[src/hw/rtl/lsc_pkg.sv]
// Shared types and constants of the LED strip layer compositor.
package lsc_pkg;

	localparam int LEN_W   = 11;
	localparam int IDX_W   = 10;
	localparam int COL_W   = 8;
	localparam int RGB_W   = 3 * COL_W;
	localparam int EPOCH_W = 8;

	typedef enum logic [1:0] {
		REQ_CLEAR = 2'd0,
		REQ_BLEND = 2'd1,
		REQ_READ  = 2'd2
	} req_t;

	typedef enum logic {
		CFG_STRIP_LENGTH = 1'b0,
		CFG_STRIP_OFFSET = 1'b1
	} cfg_reg_t;

	typedef enum logic [2:0] {
		ST_SCRUB,
		ST_IDLE,
		ST_DIV,
		ST_DEST,
		ST_MEM
	} state_t;

	// rgb is {red, green, blue}
	typedef struct packed {
		logic [IDX_W-1:0] pixel_index;
		logic [RGB_W-1:0] rgb;
		logic             changed;
	} result_t;

endpackage

[src/hw/rtl/lsc_out_buf.sv]
// Two-entry result buffer between the compositor core and the output stream.
module lsc_out_buf (
	input  logic              clk,
	input  logic              arst_n,
	input  logic              push,
	input  lsc_pkg::result_t  din,
	input  logic              pop_ready,
	output logic              valid,
	output lsc_pkg::result_t  dout,
	output logic              room
);

	lsc_pkg::result_t slot_q [2];
	logic [1:0]       count_q;
	logic             wr_ptr_q;
	logic             rd_ptr_q;
	logic             pop;

	assign valid = count_q != 2'd0;
	assign room  = count_q != 2'd2;
	assign pop   = valid && pop_ready;
	assign dout  = slot_q[rd_ptr_q];

	always_ff @(posedge clk or negedge arst_n) begin
		if (!arst_n) begin
			count_q  <= 2'd0;
			wr_ptr_q <= 1'b0;
			rd_ptr_q <= 1'b0;
		end else begin
			if (push) begin
				wr_ptr_q <= !wr_ptr_q;
			end
			if (pop) begin
				rd_ptr_q <= !rd_ptr_q;
			end
			if (push && !pop) begin
				count_q <= count_q + 2'd1;
			end else if (pop && !push) begin
				count_q <= count_q - 2'd1;
			end
		end
	end

	always_ff @(posedge clk) begin
		if (push) begin
			slot_q[wr_ptr_q] <= din;
		end
	end

endmodule

[config.mk]
export PLATFORM = sky130hd
export DESIGN_NAME = lsc_out_buf
export DESIGN_NICKNAME = d
export VERILOG_FILES = /design/src/hw/rtl/lsc_pkg.sv /design/src/hw/rtl/lsc_out_buf.sv
export SDC_FILE = /design/constraint.sdc
export NUM_CORES = 1
export LEC_CHECK = 0
export CORE_ASPECT_RATIO = 0.8
export CORE_MARGIN = 4
export CORE_UTILIZATION = 40
export CTS_BUF_LIST = sky130_fd_sc_hd__clkbuf_4 sky130_fd_sc_hd__clkbuf_8
export DETAILED_ROUTE_END_ITERATION = 8
export DONT_BUFFER_PORTS = 1
export GPL_ROUTABILITY_DRIVEN = 1
export HOLD_SLACK_MARGIN = 0.03
export PLACE_DENSITY_LB_ADDON = 0.25
export SLEW_MARGIN = 5
export SYNTH_ARGS = -nofsm -noshare
export SYNTH_HDL_FRONTEND = slang
export SYNTH_SLANG_ARGS = --single-unit
[constraint.sdc]
create_clock -name clk -period 7.3 [get_ports clk]
set_input_delay 0.73 -clock clk [delete_from_list [all_inputs] [get_ports clk]]
set_output_delay 0.73 -clock clk [all_outputs]
set_load 0.02 [all_outputs]
==> flow_summary.toml <==
[clock_network]
numCtsBuffers = 9
h-tree-depth = 3
clock_sinks = 74
cts_resized = 0
clk_pin_slew_ns = 0.07
cts_setup_buffers = 0
cts_buffer_depth = 2
cts_tree = "yes"
clockRootBuffer = "clkbuf_8"
worstSkewPairLatency_ns = 0.34
hold_buffers = 0

[final_layout]
finish.utilization = 0.445
drive_gt1_frac = 0.387
diodes = 0
areaGrowthSynthToFinish_pct = 7.60
fill_cells = 590
fin_nets = 172

[synthesis]
synth_edf_count = 70
ys_seq_area_frac = 0.769
yosysWarnings = 0
synthFlopType = "edfxtp_1"
ys_ff_latch = 74
synth.avg_cell_area_um2 = 22.9
syn_nets = 165
yosysMostFrequentCell = "edfxtp_1"
synth.distinct_cells = 15
synth_area_leaders = "edfxtp_1 73%, mux2_4 15%, dfrtp_1 3.5%"
yosys.area.top_type = "edfxtp_1"
synth_top_area_frac = 0.734
synthCells = 125
synthArstFlopShare = 0.0541
syn_area_um2 = 2870
synthTopCellsByCount = "70 x edfxtp_1, 29 x mux2_4, 6 x mux2_2"

[timing]
final.period_utilization = 0.360
drv_slew = 0
clock_skew_ns = 0.00520
worst_slack_ns = 4.67
slew_headroom = 0.299
layout_min_cycle_time_ns = 2.63
holdWs_ns = 0.0789
hold_viol = 0
finalSetupViolations = 0
worst_pin_slew_ns = 1.05
finalSetupTns_ns = 0
fmax_mhz = 381
rsz0062_at_grt = "false"

[global_route]
antenna_found_initial = 0
grtUsageTotal = 0.104
grt_pass1_wl_mm = 6.47
grt_overflow = 0
first_global_vias = 1209
grt_max_degree = 37

[placement]
port_buffers = 0
gp_congestion = 0.677
dp_slack_ns = 5.00

[floorplanning]
die_x_um = 103
num_rows = 27
die_y_um = 83.7
die_area_um2 = 8590
core-area_um2 = 6930
start_util = 0.414
ios = 76

[power]
ir_drop_mv = 0.243
leakagePower_nw = 1.09
powerDensity_nw_per_um2 = 411

[routing]
drt_wl_total_mm = 4.25
antenna_left = 0
drc_errors = 0
routedWlPerCell_um = 19.0
dr.pass1.iters = 3
num_vias = 1098
viasPerCell = 4.90
met2_length_mm = 2.09
wl_met3_um = 665
highest_layer = "met4"
drt-met1-wl_mm = 1.43
drtIter0Drc = 34

[setup_path]
critPathSlowestCell = "dfrtp_2"
critPathLaunchType = "register"
max_stage_delay_ns = 1.07
path_buf_inv = 0
cp.arrival_ns = 1.90
crit_family = "flip-flops"
cp-end-kind = "output pin"
crit_chain = "mux2_2"
path_class = "reg -> out"
cp_max_fo = 36
cp.required_ns = 6.57

[run_status]
status = "completed"

[flow_run]
drv_cap = 0

[hold_path]
hp-class = "in -> async"
## path summary, 6_finish.rpt
path / startpoint / to / slack (ns) / cells after the start
setup / recovery: rd_ptr_q$_DFFE_PN0P_ / dout[28] / 4.67 / 1
hold / removal: arst_n / rd_ptr_q$_DFFE_PN0P_ / 0.08 / 0
setup reg to reg: wr_ptr_q$_DFFE_PN0P_ / slot_q[0][5]$_DFFE_PP_ / 5.67 / 1
hold reg to reg: count_q[1]$_DFFE_PN0P_ / count_q[1]$_DFFE_PN0P_ / 0.51 / 1
max in group asynchronous: arst_n / rd_ptr_q$_DFFE_PN0P_ / 7.15 / 0
min in group clk: push / wr_ptr_q$_DFFE_PN0P_ / 0.47 / 1
## report_power, final
group | total, mW | switching, mW | internal (mW)
clock | 0.267 | 0.145 | 0.122
sequential | 0.643 | 0.0761 | 0.567
combinational | 0.359 | 0.200 | 0.159
## kinds of logic (layout without fill, tap and decap cells)
family / after synthesis / count (layout) / share of synthesized area
AND/OR/NAND/NOR: 6 / 6 / 0.0114
adder cells (fa/ha/maj): 1 / 1 / 0.00437
XOR/XNOR: 5 / 5 / 0.0153
multiplexers: 35 / 35 / 0.176
flip-flops: 74 / 74 / 0.769
buffers and inverters: 4 / 16 / 0.0249
## cell usage in the layout (no fill, tap or decap)
master	n
clkinv_4	2
or2_1	1
clkinvlp_4	2
nand2_1	1
nor2b_4	1
xor2_1	3
clkinv_1	1
nand2b_1	1
clkbuf_8	9
mux2_4	29
xnor2_1	2
mux2_2	6
nor2_1	1
dfrtp_1	3
dfrtp_2	1
edfxtp_1	70
and2_2	1
ha_1	1
clkinv_2	2
## routing by layer
layer,up-vias,track usage
met3,10,0.0760
met1,532,0.101
li1,499,-
met5,-,0
met2,57,0.163
met4,0,0.0501
## final cells by class
class	count	area [um2]	area share
clock buffers	9	124	0.0402
multi-input cells	47	601	0.195
well taps	87	109	0.0353
clock inverters	7	46.3	0.0150
flip-flops and latches	74	2200	0.715
## sequential cells by signal, summed over array words and instances (netlist names)
signal    flops
count_q       2
rd_ptr_q      1
slot_q       70
wr_ptr_q      1
## metrics by stage
stage                     instances  power [mW]  instance area (um2)
after floorplan                 125        1.00                 2870
after global placement          208        1.01                 2910
after detailed placement        208        1.02                 2910
after CTS                       224        1.29                 3080
after global routing            224        1.34                 3080
final                           224        1.27                 3080
(Power assumes the default switching activity.)
