==> config.mk <==
export PLATFORM = sky130hd
export DESIGN_NAME = lsc_mod_unit
export DESIGN_NICKNAME = d
export VERILOG_FILES = /design/src/hw/rtl/lsc_pkg.sv /design/src/hw/rtl/lsc_mod_unit.sv
export SDC_FILE = /design/constraint.sdc
export NUM_CORES = 1
export LEC_CHECK = 0
export ABC_AREA = 1
export BUFFER_PORTS_ARGS = -buffer_cell sky130_fd_sc_hd__buf_2
export CORE_MARGIN = 3
export CORE_UTILIZATION = 45
export DETAILED_ROUTE_END_ITERATION = 10
export PLACE_DENSITY_LB_ADDON = 0.25
export RECOVER_POWER = 100
export SLEW_MARGIN = 15
export SYNTH_ARGS = -nofsm -noshare
export SYNTH_HDL_FRONTEND = slang
export SYNTH_SLANG_ARGS = --single-unit
==> constraint.sdc <==
create_clock -name clk -period 3.66 [get_ports clk]
set_input_delay 0.183 -clock clk [delete_from_list [all_inputs] [get_ports clk]]
set_output_delay 0.183 -clock clk [all_outputs]
set_load 0.01 [all_outputs]
==> src/hw/rtl/lsc_pkg.sv <==
// Shared types and constants of the LED strip layer compositor.
package lsc_pkg;

	localparam int LEN_W   = 11;
	localparam int IDX_W   = 10;
	localparam int COL_W   = 8;
	localparam int RGB_W   = 3 * COL_W;
	localparam int EPOCH_W = 8;

	typedef enum logic [1:0] {
		REQ_CLEAR = 2'd0,
		REQ_BLEND = 2'd1,
		REQ_READ  = 2'd2
	} req_t;

	typedef enum logic {
		CFG_STRIP_LENGTH = 1'b0,
		CFG_STRIP_OFFSET = 1'b1
	} cfg_reg_t;

	typedef enum logic [2:0] {
		ST_SCRUB,
		ST_IDLE,
		ST_DIV,
		ST_DEST,
		ST_MEM
	} state_t;

	// rgb is {red, green, blue}
	typedef struct packed {
		logic [IDX_W-1:0] pixel_index;
		logic [RGB_W-1:0] rgb;
		logic             changed;
	} result_t;

endpackage

==> src/hw/rtl/lsc_mod_unit.sv <==
// Restoring remainder unit, one quotient bit per cycle.
module lsc_mod_unit (
	input  logic                     clk,
	input  logic                     arst_n,
	input  logic                     start,
	input  logic [lsc_pkg::LEN_W-1:0] num,
	input  logic [lsc_pkg::LEN_W-1:0] den,
	output logic                     done,
	output logic [lsc_pkg::LEN_W-1:0] rem
);

	localparam int NW = lsc_pkg::LEN_W;
	localparam int CW = $clog2(NW + 1);

	logic [NW-1:0] num_q;
	logic [NW-1:0] den_q;
	logic [NW-1:0] rem_q;
	logic [CW-1:0] cnt_q;
	logic          done_q;
	logic [NW:0]   trial;
	logic [NW:0]   diff;
	logic          ge;

	assign trial = {rem_q, num_q[NW-1]};
	assign diff  = trial - {1'b0, den_q};
	assign ge    = trial >= {1'b0, den_q};

	always_ff @(posedge clk or negedge arst_n) begin
		if (!arst_n) begin
			cnt_q  <= '0;
			done_q <= 1'b0;
		end else if (start) begin
			cnt_q  <= CW'(NW);
			done_q <= 1'b0;
		end else if (cnt_q != '0) begin
			cnt_q  <= cnt_q - CW'(1);
			done_q <= (cnt_q == CW'(1));
		end else begin
			done_q <= 1'b0;
		end
	end

	always_ff @(posedge clk) begin
		if (start) begin
			num_q <= num;
			den_q <= den;
			rem_q <= '0;
		end else if (cnt_q != '0) begin
			num_q <= num_q << 1;
			rem_q <= ge ? NW'(diff) : NW'(trial);
		end
	end

	assign done = done_q;
	assign rem  = rem_q;

endmodule

==> summary.md, run 1 <==
| Metric | Value |
|---|---|
| Status | `complete, no violations` |
| Distinct cells, synth | `29` |
| Worst clock skew | `about 0.007 ns` |
| CTS tree | `built` |
| CP Class | `reg -> reg` |
| Crit path max fanout | `10` |
| Clk sinks | `38` |
| Die width | `between 70 and 80 um` |
| Final period util | `0.640` |
| Period minus WS final | `approximately 2.3 ns` |
| Vias per cell | `roughly 4.6` |
| Top post-synthesis cells by area | `edfxtp_1, nand2_1, dfxtp_1` |
| Initial core utilization | `0.479` |
| Post-synth EDFFs | `22` |
| Power per cell area | `640 nW/um^2` |
| Area Overhead vs Synth | `14.9%` |
| Crit path capture type | `flop` |
| Max Transition Viols Final | `0` |
| CTS root buf | `clkbuf_8` |
| Seq/Total Area, Yosys | `0.430` |
| Initial DRC count | `64` |
| Layout Cells excl Fill | `about 420` |
| Largest net degree at the start of global routing | `28` |
| YS warnings | `0` |
| DRT antenna net count | `0` |
| WL final | `4830 um` |
| Post-layout util | `0.550` |
| ANT cells | `0` |
| Ys flop type | `edfxtp_1` |
| H-tree Lvls | `2` |
| Yosys reg bits | `38` |
| RSZ-0062 raised after global routing | `false` |
| Final Hold Vio Count | `0` |
| Reg clk slew, reported paths | `roughly 0.080 ns` |
| Hold Buf Count CTS | `1` |
| Syn Area/Cell | `between 7 and 8 um^2` |
| Synth area leader | `edfxtp_1` |
| Drt first pass iters | `4` |
| Row count | `25` |
| Average wire per standard cell | `approximately 12 um` |
| Core Region | `approximately 4900 um^2` |
| Initial antenna violation count | `0` |
| Sum Neg Setup Slack | `0 ns` |
| Max VDD drop | `around 0.33 mV` |
| Residual DRC | `0` |
| Die footprint | `between 6000 and 7000 um^2` |
| Share of cells above drive strength 1 | `0.109` |
| Min-Delay Path Class | `in -> reg` |
| Worst EP arrival | `roughly 2.5 ns` |
| CTS max path bufs | `2` |
| Final #Nets | `388` |
| Via count | `1908` |
| Mapped Cells | `slightly above 300` |
| Worst Max-Slew Pin Slew | `1.36 ns` |
| Max Freq | `between 400 and 500 MHz` |
| Startpoint types | `flop` |
| Num CTS Buffers | `5` |
| Clk_lat worst skew | `0.29 ns` |
| Cell Area, Synth | `2340 um^2` |
| Maxcap violations | `0` |
| Vias in the first global route | `between 1500 and 2000` |
| Final Hold Slack | `~0.059 ns` |
| Synth top area share | `0.283` |
| IO Count | `37` |
| Die height | `between 70 and 80 um` |
| CP required | `between 3 and 4 ns` |
| Pleak | `1.47 nW` |
| Final weighted congestion in routability-driven placement | `just under 0.9` |
| Grt ovf | `0` |
| Detailed Place HPWL | `3530 um` |
| Ys async rst share | `0.132` |
| PostCTS Resize Cnt | `0` |
| # Post-CTS Setup Buffers | `0` |
| Mapped Nets | `between 300 and 400` |
| Port bufs | `36` |
| Total track usage | `0.176` |
| Setup violations, final | `0` |
| Rel. slew slack | `0.0902` |
| Inst Count DP | `approximately 410` |
| First-pass GRT wire length | `about 8300 um` |
==> layer usage <==
layer	track usage	routed length, um
met5	0	0
met4	0.0629	72
met3	0.0356	204
met2	0.278	2140
met1	0.240	2410
==> flip-flops by register name, indices dropped and copies added (netlist names) <==
signal,count
den_q,11
num_q,11
rem,11
cnt_q,4
done,1
==> Yosys cell counts (2+ instances only) <==
| cell | instances |
|---|---|
| dfrtp_1 | 5 |
| dfxtp_1 | 11 |
| inv_2 | 3 |
| edfxtp_1 | 22 |
| nand3b_1 | 2 |
| nand4_1 | 6 |
| o21ai_0 | 9 |
| inv_1 | 57 |
| nor2_1 | 17 |
| nand2_2 | 3 |
| xor2_1 | 2 |
| clkbuf_1 | 4 |
| nand3_1 | 19 |
| buf_2 | 2 |
| xnor2_1 | 3 |
| nand2_1 | 114 |
| nor3_1 | 2 |
| ha_1 | 14 |
| a21oi_1 | 6 |
==> worst paths after layout <==
path | start | cells after the start | to | slack, ns
min reg2reg | rem[5] | 2 | rem[5] | 0.52
max in group asynchronous | arst_n | 2 | cnt_q[3] | 3.18
min in group asynchronous | arst_n | 2 | cnt_q[0] | 0.27
min | den[9] | 1 | den_q[9] | 0.06
max | num_q[10] | 13 | rem[8] | 1.32
max reg2reg | num_q[10] | 13 | rem[8] | 1.32
==> logic make-up after synthesis <==
kind of cell             after synthesis  synth area share
AND/OR/NAND/NOR                      168             0.310
AO/OA/AOI/OAI                         18            0.0455
adder cells (fa/ha/maj)               15            0.0835
XOR/XNOR                               5            0.0187
buffers and inverters                 67             0.112
flip-flops                            38             0.430
==> layout by cell type (no fill, tap or decap), types with 2 or more instances in the layout <==
cell / instances
nand4_1: 6
nand3b_1: 2
nor3_1: 2
xor2_1: 2
o21ai_0: 9
ha_1: 14
edfxtp_1: 22
clkbuf_8: 5
inv_1: 58
nor2_1: 17
a21oi_1: 6
dfxtp_1: 11
inv_2: 2
bufinv_16: 2
xnor2_1: 3
dfrtp_1: 5
clkbuf_1: 14
buf_2: 22
nand3_1: 20
nand2_1: 116
==> metrics by stage <==
step	setup WS (ns)	area, um^2	power, mW
6_report	1.32	2690	1.72
5_1_grt	1.06	2690	1.87
4_1_cts	1.51	2710	1.75
3_5_place_dp	1.54	2560	1.31
3_3_place_gp	1.58	2560	1.30
2_1_floorplan	1.84	2340	1.13
==> where the power goes <==
part	switching [mW]	total, mW	internal [mW]	leakage (nW)
Clock	0.161	0.434	0.273	0.0683
Combinational	0.438	0.704	0.266	1.03
Sequential	0.0574	0.580	0.523	0.377
Total	0.656	1.72	1.06	1.47
==> layout make-up <==
cell class                 count  area (um^2)
clock inverter                 3         68.8
multi-input combinational    206         1060
fill                         486         2190
clock buffer                   5         68.8
tap                           67         83.8
inverter                      60          225
sequential                    38         1010
timing repair buffer          37          173
==> critical path, cell delays in order (launching register included) <==
cell,delay (ns)
edfxtp_1,0.37
inv_1,0.06
ha_1,0.22
fa_1,0.42
inv_1,0.12
nand2_1,0.06
nand2_1,0.08
nand2_1,0.09
nand2_1,0.08
nand2_1,0.10
nand3_1,0.34
nand3_1,0.13
nand3_1,0.10
nand2_1,0.05
Power figures use the tool's default switching activity.
==> run 2, diff against run 1 <==
==> constraint.sdc (replaced) <==
create_clock -name clk -period 2.4 [get_ports clk]
set_input_delay 0.12 -clock clk [delete_from_list [all_inputs] [get_ports clk]]
set_output_delay 0.12 -clock clk [all_outputs]
set_load 0.01 [all_outputs]
==> run 2 against run 1 <==
Against the previous run:
- maximum frequency is 14% higher
- sequential cell count is the same
- combinational power increased by 53%
- sequential share of layout area shrank 1.7 points
- global-route usage up 0.60 points
- critical endpoint is now rem[3]
- cell area rose by 4.7%
- wire length up 5.0%
- worst setup slack got worse by 0.98 ns
- clock skew grew 0.0050 ns
==> summary.md, run 2 (synthesis gave the netlist of run 1 again) <==
| Metric | Value |
|---|---|
| Reg area | `1010 um^2 (unchanged)` |
| Reg clk slew, reported paths | `0.09 ns (was 0.08 ns)` |
| CTS max path bufs | `2 (unchanged)` |
| Final #Nets | `402 (was 388)` |
| Clk_lat worst skew | `0.30 ns (was 0.29 ns)` |
| Via count | `1984 (was 1908)` |
| Num CTS Buffers | `5 (unchanged)` |
| Post-layout util | `0.576 (was 0.550)` |
| Slowest cell delay on critical path | `0.41 ns (was 0.42 ns)` |
| Crit path max fanout | `10 (unchanged)` |
| Row count | `25 (unchanged)` |
| DRT antenna net count | `0 (unchanged)` |
| Status | `complete, no violations (unchanged)` |
| Initial core utilization | `0.479 (unchanged)` |
| IO Count | `37 (unchanged)` |
| CP required | `2.60 ns (was 3.85 ns)` |
| Die footprint | `6090 um^2 (unchanged)` |
| Average wire per standard cell | `11.8 um (was 11.6 um)` |
| WL final | `5070 um (was 4830 um)` |
| Critical path buffer and inverter count | `2 (unchanged)` |
| Commonest non-fill, non-tap cell in the layout | `nand2_1 (unchanged)` |
| Total track usage | `0.182 (was 0.176)` |
| First-pass GRT wire length | `8680 um (was 8330 um)` |
| Pleak | `1.53 nW (was 1.47 nW)` |
| Power per cell area | `936 nW/um^2 (was 640 nW/um^2)` |
| Startpoint types | `flop (unchanged)` |
| CTS tree | `built (unchanged)` |
| Global routing usage on met1 | `0.239 (was 0.240)` |
| Worst clock skew | `0.0121 ns (was 0.00714 ns)` |
| Residual DRC | `0 (unchanged)` |
| Final Hold Vio Count | `0 (unchanged)` |
| CP Class | `reg -> reg (unchanged)` |
| Max Freq | `485 MHz (was 427 MHz)` |
| Rel. slew slack | `0.240 (was 0.0902)` |
| Maxcap violations | `0 (unchanged)` |
| Initial DRC count | `87 (was 64)` |
| Fill count | `493 (was 486)` |
| Max Transition Viols Final | `0 (unchanged)` |
| ANT cells | `0 (unchanged)` |
| Detailed Place HPWL | `3670 um (was 3530 um)` |
| Die width | `78.1 um (unchanged)` |
| Min-Delay Path Class | `in -> reg (unchanged)` |
| Final period util | `0.858 (was 0.640)` |
| Clk sinks | `38 (unchanged)` |
| Period minus WS final | `2.06 ns (was 2.34 ns)` |
| Crit path capture type | `flop (unchanged)` |
| Fin area | `2810 um^2 (was 2690 um^2)` |
| Port bufs | `36 (unchanged)` |
| Final weighted congestion in routability-driven placement | `0.912 (was 0.876)` |
| H-tree Lvls | `2 (unchanged)` |
| Grt ovf | `0 (unchanged)` |
| Crit-path cells | `inv_1 -> ha_1 -> fa_1 -> inv_1 -> nand2_1 -> nand2_1 -> nand2_1 -> nand2_1 -> nand2_1 -> nand3_2 -> nand2_1 -> o211ai_1 -> nand2_1 (was inv_1 -> ha_1 -> fa_1 -> inv_1 -> nand2_1 -> nand2_1 -> nand2_1 -> nand2_1 -> nand2_1 -> nand3_1 -> nand3_1 -> nand3_1 -> nand2_1)` |
| Die height | `78.1 um (unchanged)` |
| CTS root buf | `clkbuf_8 (unchanged)` |
| Area of the multi-input gates | `1060 um^2 (about the same)` |
| Slowest stage cell, crit path | `fa_1 (unchanged)` |
| Drt first pass iters | `4 (unchanged)` |
| Cell Area, Placed | `2590 um^2 (was 2560 um^2)` |
| Setup violations, final | `0 (unchanged)` |
| Worst Max-Slew Pin Slew | `1.14 ns (was 1.36 ns)` |
| Met3 Use GR | `0.0367 (was 0.0356)` |
| Vias in the first global route | `1864 (was 1779)` |
| GRT Max-Usage Layer | `met2 (unchanged)` |
| Most Frequent Cell on Critical Path | `nand2_1 (unchanged)` |
| Met2 GRT Util | `0.295 (was 0.278)` |
| Final Power | `2.63 mW (was 1.72 mW)` |
| Sum Neg Setup Slack | `0 ns (unchanged)` |
| Most frequent cells in the layout | `nand2_1, inv_1, edfxtp_1, buf_2, nand3_1 (unchanged)` |
| Max VDD drop | `0.481 mV (was 0.333 mV)` |
| Crit-path leading delay family | `simple AND/OR/NAND/NOR gates (unchanged)` |
| Vias per cell | `4.61 (was 4.59)` |
| Largest net degree at the start of global routing | `23 (was 28)` |
| Share of cells above drive strength 1 | `0.113 (was 0.109)` |
| Worst EP arrival | `2.26 ns (was 2.53 ns)` |
| Area Overhead vs Synth | `20.2% (was 14.9%)` |
| Initial antenna violation count | `0 (unchanged)` |
| Core Region | `4880 um^2 (unchanged)` |
| RSZ-0062 raised after global routing | `false (unchanged)` |
run 2: cell count changes in the layout (fill, tap and decap cells not counted):
cell           before  now
nand3_1            20   19
dlygate4sd3_1       1   12
nand3_2             0    1
clkbuf_1           14   15
nor2_8              1    0
buf_4               0    2
nor2_4              0    1
run 2: power by group:
group          total, mW  switching, mW  internal (mW)
combinational       1.08          0.668          0.411
clock              0.667          0.250          0.417
sequential         0.885         0.0877          0.797
run 2: per-layer routing:
metal / up-vias / part of all wire
li1: 1065 / -
met1: 874 / 0.48
met2: 37 / 0.47
met3: 8 / 0.032
met4: 0 / 0.018
met5: - / 0
run 2: per-stage QoR:
step	hold WS (ns)	std cells	setup slack (ns)
after floorplan	-0.176	311	0.581
after global placement	-0.0580	410	0.462
after detailed placement	-0.0587	410	0.372
after CTS	0.00000734	428	0.376
after global routing	0.0852	430	0.112
final	0.0702	430	0.340
run 2: worst register-to-register path: cells and delay by family, from the launching register on:
kind	cells	cell delay, ns
compound gates	1	0.08
fa+ha+maj	2	0.62
flops	1	0.35
simple gates	8	0.75
buf+inv	2	0.16
run 2: final timing paths:
check,cells after the start,start,endpoint,slack [ns]
worst max-delay path,13,num_q[10],rem[3],0.34
worst min-delay path,3,num[0],num_q[0],0.07
worst max register to register,13,num_q[10],rem[3],0.34
worst min register to register,2,rem[5],rem[5],0.51
max in group asynchronous,2,arst_n,done,1.99
min in group asynchronous,2,arst_n,cnt_q[1],0.20
run 2: cell type report:
cell class	count	area share
Tap cell	67	0.0298
Sequential cell	38	0.358
Timing Repair Buffer	51	0.107
Clock buffer	5	0.0245
Inverter	60	0.0801
Clock inverter	3	0.0245
Multi-Input combinational cell	206	0.376
run 2: what timing repair did:
action | 4_1_cts | 5_1_grt
setup buffers | 0 | 0
hold buffers | 10 | 2
endpoints found under the hold margin | 14 | 2
gates resized for setup | 0 | 0
==> run 3, diff against run 2 <==
--- a/config.mk
+++ b/config.mk
@@ -12,7 +12,9 @@
 export DETAILED_ROUTE_END_ITERATION = 10
 export PLACE_DENSITY_LB_ADDON = 0.25
 export RECOVER_POWER = 100
+export SKIP_LAST_GASP = 1
 export SLEW_MARGIN = 15
 export SYNTH_ARGS = -nofsm -noshare
 export SYNTH_HDL_FRONTEND = slang
 export SYNTH_SLANG_ARGS = --single-unit
+export TNS_END_PERCENT = 1
==> constraint.sdc (replaced) <==
create_clock -name clk -period 2 [get_ports clk]
set_input_delay 0.1 -clock clk [delete_from_list [all_inputs] [get_ports clk]]
set_output_delay 0.1 -clock clk [all_outputs]
set_load 0.01 [all_outputs]
==> run 3 against run 2 <==
Against the previous run:
- sequential cell count unchanged
- wire length up 3.7%
- die area unchanged
- sequential share of layout area down 0.58 points
- largest cell class unchanged
- clock power down 19%
==> summary.md, run 3 (synthesis gave the netlist of run 1 again) <==
| Metric | Value |
|---|---|
| Num CTS Buffers | `5 (unchanged)` |
| Crit path max fanout | `10 (unchanged)` |
| Final Hold Vio Count | `0 (unchanged)` |
| R2R Setup Slk | `0.06 ns (was 0.34 ns)` |
| CTS tree | `built (unchanged)` |
| Period minus WS final | `1.94 ns (was 2.06 ns)` |
| CP required | `2.20 ns (was 2.60 ns)` |
| FF-to-FF path depth | `15 (was 13)` |
| Power per cell area | `1060 nW/um^2 (was 936 nW/um^2)` |
| Worst EP arrival | `2.13 ns (was 2.26 ns)` |
| Final period util | `0.968 (was 0.858)` |
| Reg clk slew, reported paths | `0.08 ns (was 0.09 ns)` |
| Worst Max-Slew Pin Slew | `1.17 ns (was 1.14 ns)` |
| Commonest non-fill, non-tap cell in the layout | `nand2_1 (unchanged)` |
| Initial antenna violation count | `0 (unchanged)` |
| Slowest stage cell, crit path | `fa_2 (was fa_1)` |
| CTS root buf | `clkbuf_8 (unchanged)` |
| Rel. slew slack | `0.222 (was 0.240)` |
| Vias in the first global route | `1868 (was 1864)` |
| Most frequent cells in the layout | `nand2_1, inv_1, buf_2 (was nand2_1, inv_1, edfxtp_1, buf_2, nand3_1)` |
| Via count | `2016 (was 1984)` |
| Core Region | `4880 um^2 (unchanged)` |
| Share of cells above drive strength 1 | `0.165 (was 0.113)` |
| Reg area | `1010 um^2 (unchanged)` |
| Critical path buffer and inverter count | `4 (was 2)` |
| First-pass GRT wire length | `8690 um (was 8680 um)` |
| HP Start | `num[0] (unchanged)` |
| Max Freq | `517 MHz (was 485 MHz)` |
| R2r endpoint | `rem[0] (was rem[3])` |
| Final #Nets | `409 (was 402)` |
| Largest net degree at the start of global routing | `23 (unchanged)` |
| Total track usage | `0.181 (was 0.182)` |
| DRT antenna net count | `0 (unchanged)` |
| Vias per cell | `4.61 (about the same)` |
| ANT cells | `0 (unchanged)` |
| Die height | `78.1 um (unchanged)` |
| Reg2reg start | `num_q[10] (unchanged)` |
| Fin area | `2860 um^2 (was 2810 um^2)` |
| CTS max path bufs | `2 (unchanged)` |
| IO Count | `37 (unchanged)` |
| Final weighted congestion in routability-driven placement | `0.890 (was 0.912)` |
| Port bufs | `36 (unchanged)` |
| Pleak | `1.57 nW (was 1.53 nW)` |
| Die footprint | `6090 um^2 (unchanged)` |
| Max Transition Viols Final | `0 (unchanged)` |
| Maxcap violations | `0 (unchanged)` |
| Crit-path leading delay family | `simple AND/OR/NAND/NOR gates (unchanged)` |
| Setup violations, final | `0 (unchanged)` |
| Worst Hold Depth | `3 (unchanged)` |
| Startpoint types | `flop (unchanged)` |
| Grt ovf | `0 (unchanged)` |
| Initial DRC count | `69 (was 87)` |
| Average wire per standard cell | `12.0 um (was 11.8 um)` |
| Crit path capture type | `flop (unchanged)` |
| Crit-path cells | `inv_1 -> ha_2 -> fa_2 -> inv_2 -> nand2_1 -> nand2_2 -> nand2_2 -> nand2_2 -> nand2_4 -> inv_4 -> nor2_8 -> nand2_1 -> nand3_1 -> nand2_1 -> inv_1 (was inv_1 -> ha_1 -> fa_1 -> inv_1 -> nand2_1 -> nand2_1 -> nand2_1 -> nand2_1 -> nand2_1 -> nand3_2 -> nand2_1 -> o211ai_1 -> nand2_1)` |
| Cell Area, Placed | `2600 um^2 (was 2590 um^2)` |
| Detailed Place HPWL | `3670 um (about the same)` |
| Worst clock skew | `0.00930 ns (was 0.0121 ns)` |
| Row count | `25 (unchanged)` |
| Status | `complete, no violations (unchanged)` |
| Min-Delay Path Class | `in -> reg (unchanged)` |
| Hold Path End | `num_q[0] (unchanged)` |
| Slowest cell delay on critical path | `0.40 ns (was 0.41 ns)` |
| Drt first pass iters | `4 (unchanged)` |
| Die width | `78.1 um (unchanged)` |
| Clk sinks | `38 (unchanged)` |
| RSZ-0062 raised after global routing | `true (was false)` |
| Area of the multi-input gates | `1090 um^2 (was 1060 um^2)` |
| H-tree Lvls | `2 (unchanged)` |
| Sum Neg Setup Slack | `0 ns (unchanged)` |
| Clk_lat worst skew | `0.30 ns (about the same)` |
| Fill count | `477 (was 493)` |
| CP Class | `reg -> reg (unchanged)` |
| Initial core utilization | `0.479 (unchanged)` |
| Residual DRC | `0 (unchanged)` |
| WL final | `5260 um (was 5070 um)` |
| Max VDD drop | `0.505 mV (was 0.481 mV)` |
| Area Overhead vs Synth | `22.2% (was 20.2%)` |
run 3: changes by cell type in the layout (fill, tap and decap cells not counted), sizes merged:
cell	delta
clkinv	+1
buf	+13
clkbuf	-6
bufinv	-2
clkinvlp	+1
run 3: how the worst max path moves through the flow:
stage	start	endpoint	slack, ns	cells past startpoint
3_3_place_gp	num_q[10]	rem[5]	0.06	13
2_1_floorplan	num_q[10]	rem[6]	0.18	15
3_5_place_dp	num_q[10]	rem[8]	-0.008	13
4_1_cts	num_q[10]	rem[0]	-0.02	15
6_report	num_q[10]	rem[0]	0.06	15
5_1_grt	num_q[10]	rem[9]	-0.08	14
run 3: final cells by class:
class,instances,share of cell area
clock buffers,5,0.0241
clock inverters,3,0.00569
inverters,60,0.0797
multi-input cells,206,0.382
flip-flops and latches,38,0.352
well taps,67,0.0293
repair buffers,58,0.127
run 3: worst reg2reg max path, stage by stage, from the launching register on:
cell and delay, ns:
edfxtp_1 0.35, inv_1 0.06, ha_2 0.20, fa_2 0.40, inv_2 0.07, nand2_1 0.06
nand2_2 0.09, nand2_2 0.07, nand2_2 0.08, nand2_4 0.08, inv_4 0.08, nor2_8 0.05
nand2_1 0.06, nand3_1 0.07, nand2_1 0.08, inv_1 0.03
run 3: through the flow:
stage,hold slack [ns],util,instances,worst slack (ns),power (mW)
floorplan,-0.196,-,311,0.181,2.07
global placement,-0.0771,0.533,412,0.0587,2.40
detailed placement,-0.0779,0.533,412,-0.00816,2.41
CTS,0.0516,0.577,432,-0.0199,2.99
global route,0.0669,0.585,437,-0.0753,3.29
finish,0.0569,0.585,437,0.0648,3.03
run 3: layer usage:
layer,global-route usage,vias to the layer above,part of all wire
met1,0.243,884,0.47
met2,0.292,43,0.47
met5,0,-,0
met3,0.0470,6,0.049
met4,0.0472,0,0.0082
li1,-,1083,-
run 3: timing repair:
action / in CTS / in global routing
setup buffers: 0 / 5
hold endpoints to repair: 16 / 0
resized for setup: 1 / 7
hold buffers: 12 / 0
pin swaps: 0 / 4
gates cloned: 0 / 0
endpoints found under the setup margin: 7 / 11
run 3: power by group:
| group | total (mW) | internal (mW) | leakage [nW] | switching [mW] |
|---|---|---|---|---|
| clock network | 0.538 | 0.239 | 0.0416 | 0.298 |
| registers | 1.05 | 0.956 | 0.377 | 0.0962 |
| logic | 1.44 | 0.577 | 1.16 | 0.860 |
| total | 3.03 | 1.77 | 1.57 | 1.25 |
